$ cat config.mk
export PLATFORM = sky130hd
export DESIGN_NAME = chji_div
export DESIGN_NICKNAME = d
export VERILOG_FILES = /design/src/rtl/chji_pkg.sv /design/src/rtl/chji_div.sv
export SDC_FILE = /design/constraint.sdc
export NUM_CORES = 1
export LEC_CHECK = 0
export ABC_AREA = 1
export BUFFER_PORTS_ARGS = -buffer_cell sky130_fd_sc_hd__buf_2
export CORE_MARGIN = 2
export CORE_UTILIZATION = 63
export DETAILED_ROUTE_END_ITERATION = 16
export PLACE_DENSITY = 0.95
export SLEW_MARGIN = 40
export SYNTH_ARGS = -nofsm -noshare
export SYNTH_HDL_FRONTEND = slang
export SYNTH_SLANG_ARGS = --single-unit
$ cat constraint.sdc
create_clock -name clk_i -period 6.58 [get_ports clk_i]
set_input_delay 0.658 -clock clk_i [delete_from_list [all_inputs] [get_ports clk_i]]
set_output_delay 0.658 -clock clk_i [all_outputs]
set_load 0.02 [all_outputs]
$ cat src/rtl/chji_pkg.sv
package chji_pkg;

  // fraction bits of the normalized time and of the basis weights
  localparam int QBITS = 30;
  // iteration counter width of the divider
  localparam int QCW = $clog2(QBITS);

  typedef enum logic [2:0] {
    ST_IDLE,
    ST_DIV,
    ST_SQ,
    ST_CUBE,
    ST_WGT,
    ST_MAC,
    ST_OUT
  } chji_state_e;

endpackage

$ cat src/rtl/chji_div.sv
module chji_div import chji_pkg::*; (
  input  logic                 clk_i,
  input  logic                 rst_ni,
  input  logic                 start_i,
  input  logic [31:0]          dividend_i,
  input  logic [31:0]          divisor_i,
  output logic                 done_o,
  output logic [QBITS-1:0]     quot_o
);

  // restoring division, one quotient bit per cycle, dividend below divisor
  logic [32:0]      rem_q;
  logic [31:0]      dvs_q;
  logic [QBITS-1:0] quot_q;
  logic [QCW-1:0]   cnt_q;
  logic             busy_q;
  logic             done_q;

  logic [32:0] rem_sh;
  logic        ge;

  assign rem_sh = {rem_q[31:0], 1'b0};
  assign ge     = rem_sh >= {1'b0, dvs_q};

  always_ff @(posedge clk_i or negedge rst_ni) begin
    if (!rst_ni) begin
      busy_q <= 1'b0;
      done_q <= 1'b0;
      cnt_q  <= '0;
    end else begin
      done_q <= busy_q && (cnt_q == QCW'(QBITS - 1));
      if (start_i) begin
        busy_q <= 1'b1;
        cnt_q  <= '0;
      end else if (busy_q) begin
        cnt_q <= cnt_q + 1'b1;
        if (cnt_q == QCW'(QBITS - 1)) begin
          busy_q <= 1'b0;
        end
      end
    end
  end

  always_ff @(posedge clk_i) begin
    if (start_i) begin
      rem_q <= {1'b0, dividend_i};
      dvs_q <= divisor_i;
    end else if (busy_q) begin
      rem_q  <= ge ? (rem_sh - {1'b0, dvs_q}) : rem_sh;
      quot_q <= {quot_q[QBITS-2:0], ge};
    end
  end

  assign done_o = done_q;
  assign quot_o = quot_q;

endmodule

# == After elaboration in Yosys (flattened, before gate mapping) ==
# Cells that the tools add are included.
# totals
ff_bits,101
input_bits,67
output_inout_bits,31
word_cells,22
# classes
addsub,2
order_cmp,1
eq_ne,1
mux,8
n_bitwise,1
reduce_logical,3
# op_table
op,n
two-way mux 32 bit,3
greater-or-equal comparator 33 x 32 -> 1 bit,1
subtractor 32 bit,1
two-way mux 5 bit,2
"adder 5 x 1 -> 5 bit, second input constant",1
"== test 5 bit, second input constant",1
two-way mux 1 bit,3
AND reduction 2 bit,1
nonzero test 2 bit,1
logical AND 1 bit,1
NOT 1 bit,1

# == Logic depth before layout (Yosys ltp) ==
# depth
word_depth,4
mapped_depth,17
depth_no_buf,16

# == Worst setup path after synthesis ==
# No wires, ideal clock.
# synth_timing
kind,input port to flip-flop
from,input start_i
to,"register quot_q[0], in the netlist quot_o[0] (enable)"
setup_ps,420
t_arrival_ps,2173
required_time_ps,6160
slack_ps,3987
path_stages,2
n_path_buf,1
path_cell_list,clkbuf_1 nor2_1
# synth_via
elab_chain_cells,2
# synth_rtl
item,line,source
start: declaration,chji_div.sv:4,"input logic start_i,"
NOT 1 bit (no source line),n/a,
AND reduction 2 bit (no source line),n/a,
end signal: assignment,chji_div.sv:50,"quot_q <= {quot_q[QBITS-2:0], ge};"
end: declaration,chji_div.sv:14,logic [QBITS-1:0] quot_q;
# Every way passes these cells.
# A chain may end at the register's enable or synchronous reset.

# == Worst setup path after layout ==
# layout_timing
from,register rem_q[7]
to,"register rem_q[2], data pin"
# layout_via
elab_chain_cells,4
# layout_rtl
item,line,source
start: declaration,chji_div.sv:12,logic [32:0] rem_q;
start signal: assignment,chji_div.sv:46,"rem_q <= {1'b0, dividend_i};"
start signal: assignment,chji_div.sv:49,"rem_q <= ge ? (rem_sh - {1'b0, dvs_q}) : rem_sh;"
greater-or-equal comparator 33 x 32 -> 1 bit,chji_div.sv:23,"assign ge = rem_sh >= {1'b0, dvs_q};"
two-way mux 32 bit,chji_div.sv:49,
two-way mux 32 bit,chji_div.sv:48,end else if (busy_q) begin
two-way mux 32 bit,chji_div.sv:45,if (start_i) begin
# Every way passes these cells. The select of a mux whose other input is x is not followed.

==> results.md <==
- Relative max-transition margin: 0.476
- Crit-path cells: ha_1, nand2_1, nor2_2, nand3_1, nand3_2, nand2_1, nand2_1, nand2_2, nand2_4, nand2_1, nand3_1, nand2_1
- Setup TNS: 0 ns
- Register-to-register setup slack: 3.51 ns
- YS warnings: 0
- Total CTS buffers: 9
- Most frequent CP cell: nand2_1
- Final wirelength: 16,600 µm
- Crit Path Max Fanout: 33
- Netlist Area Pre-Place: 6680 µm²
- Min Clock Period, post-route: 3.07 ns
- DIE AREA: 11,400 µm²
- Post-CTS setup buffer count: 0
- Mapped Nets: 982
- Final setup viols: 0
- Gr usage total: 0.303
- Max Cap Viol: 0
- Fin crit share: 0.467
- Largest delay share family, worst path: simple AND/OR/NAND/NOR gates
- Crit Path Category: flip-flop to flip-flop
- Top FF cell, synth: edfxtp_1
- Synth unique cells: 33
- Area of the core: 10,300 µm²
- Design Area, Final: 7480 µm²
- Final slew viol count: 0
- Clock Path Buffers: 2
- Mean post-synth cell area: 7.59 µm²
- Layout cells sized above 1: 0.136
- Core Rows: 37
- I/O Buffers: 97
- Slowest-stage cell, CP: nand2_4
- DRT iter0 DRCs: 466
- Total power: 3.00 mW
- Data required, critical path: 6.73 ns
- Hold Crit Class: input port to async pin
- Horiz. Die Dim: 107 µm
- DRC: 0
- Vias: 5,989
- Area after DPL: 7260 µm²
- RSZ-0062 raised after global routing: no
- Nets@finish: 1,078
- Pin count of the biggest net entering global routing: 38
- Worst-margin pin slew: 0.784 ns
- Ys async rst share: 0.0693
- Area Overhead vs Synth: 12.0%
- Crit path launch type: flip-flop
- Initial antenna violation count: 0
- Worst setup path start: rem_q[7]
- H-Tree Depth: 3
- Synthesized flop and latch total: 101
- Drt pass-1 iters: 5
- WHS: 0.0758 ns
- Hold-fix buffers, CTS: 0
- Worst path bufs/invs: 0
- Register area share after synthesis: 0.449
- GRT overflow: 0
- Clock Sinks: 101
- Most frequent cells in the layout: nand2_1, inv_1, buf_2
- Worst r2r src: rem_q[7]
- DIE HEIGHT: 107 µm
- Post-synth EDFFs: 94
- Clk pin slew, worst setup/hold paths: 0.11 ns
- Final hold vios: 0
- Final setup skew: 0.0177 ns
- Worst vdd ir: 0.000262 V
- Most common cell after layout, fill and taps aside: nand2_1
- Vias in the first global route: 5,625
- Leak Pwr: 3.98 nW
- Diode count: 0
- Setup WS post-layout: 3.51 ns
- ANT nets after route: 0
- CP peak stage delay: 0.55 ns
- Outcome: finished clean
- DP HPWL: 12,700 µm
- Pre-CTS setup slack: 3.35 ns
- Initial Utilization: 0.647
- PwrDens: 401 nW/µm²
- Cts repair resizes: 0
- RePlAce Congestion: 0.991
- First-pass GRT wire length: 26,700 µm
- WL per Instance: 14.9 µm
- Fmax: 326 MHz
- Worst setup EP type: flip-flop
- I/O pin cnt: 98
- Skew-Pair Late Insertion Delay: 0.40 ns
- Worst reg2reg path depth: 12
- Worst r2r dst: rem_q[2]
- Vias per Instance: 5.36
- CTS tree: yes
- Post-synthesis cell count: 880
- Crit path DAT: 3.22 ns
- Clock root cell: clkbuf_8
-- registers in the layout, summed over array words and instances, names as in the netlist --
register,count
rem_q,32
quot_o,30
done_o,1
busy_q,1
dvs_q,32
cnt_q,5
-- worst max path at each step --
| stage | end | cells past startpoint | slack [ns] |
|---|---|---|---|
| detailed placement | rem_q[8] | 4 | 3.35 |
| global route | rem_q[27] | 12 | 3.25 |
| floorplan | quot_o[0] | 2 | 3.99 |
| CTS | rem_q[11] | 12 | 3.48 |
| global placement | rem_q[27] | 4 | 3.49 |
| finish | rem_q[2] | 12 | 3.51 |
-- synth_stat cells, types with 2 or more instances --
cell type  count  area, µm²
and2_1         5       31.3
buf_1          2       7.51
buf_6          4       45.0
ha_1          34        425
or2_2          2       12.5
nand4_1        9       56.3
o21ai_0        6       30.0
o21a_1         2       15.0
buf_2          4       20.0
xor2_1         2       17.5
clkbuf_1       5       18.8
xnor2_1       13        114
clkinv_1       3       11.3
nor2_4         2       22.5
nor2_1        46        173
nand2_1      337       1260
nor2_2         4       25.0
edfxtp_1      94       2820
a21oi_1       22        110
nand3_1       68        340
dfrtp_1        7        175
nand3b_1      25        188
nor3_1         4       20.0
inv_1        167        627
o21bai_1       3       22.5
inv_2          3       11.3
-- worst register-to-register path: stages (launching register included) --
cell and delay (ns):
edfxtp_1 0.43, ha_1 0.38, nand2_1 0.12, nor2_2 0.17, nand3_1 0.11, nand3_2 0.13
nand2_1 0.08, nand2_1 0.10, nand2_2 0.44, nand2_4 0.56, nand2_1 0.12, nand3_1 0.10
nand2_1 0.09
-- cell type report --
cell class	instances	area, µm²
clock buffers	9	124
multi-input cells	590	2930
repair buffers	101	523
flip-flops and latches	101	3000
fillers	851	2840
clock inverters	7	82.6
well taps	136	170
inverters	173	649
-- cells by family (layout without fill, tap and decap cells) --
family	Yosys count	count (layout)	share of synthesized area
AOI/OAI and AO/OA	34	34	0.0275
buffers and inverters	189	290	0.112
and+or+nand+nor	506	506	0.325
DFF	101	101	0.449
xor gates and xnor gates	15	15	0.0197
adders and majority gates	35	35	0.0667
-- where the power goes --
part	internal (mW)	leakage [nW]	total (mW)	switching [mW]
Combinational	0.585	2.84	1.68	1.09
Clock	0.150	0.0987	0.396	0.246
Sequential	0.861	1.04	0.926	0.0649
-- metrics by stage --
stage,utilization,instances
2_1_floorplan,-,880
3_3_place_gp,0.703,1100
3_5_place_dp,0.703,1100
4_1_cts,0.723,1116
5_1_grt,0.725,1117
6_report,0.725,1117
-- layer usage --
layer | vias to the layer above | routed length, µm | track usage
met1 | 2700 | 7150 | 0.410
met4 | 0 | 500 | 0.112
li1 | 2947 | - | -
met5 | - | 0 | 0
met3 | 42 | 1270 | 0.0511
met2 | 300 | 7720 | 0.494
(Power assumes the default switching activity.)
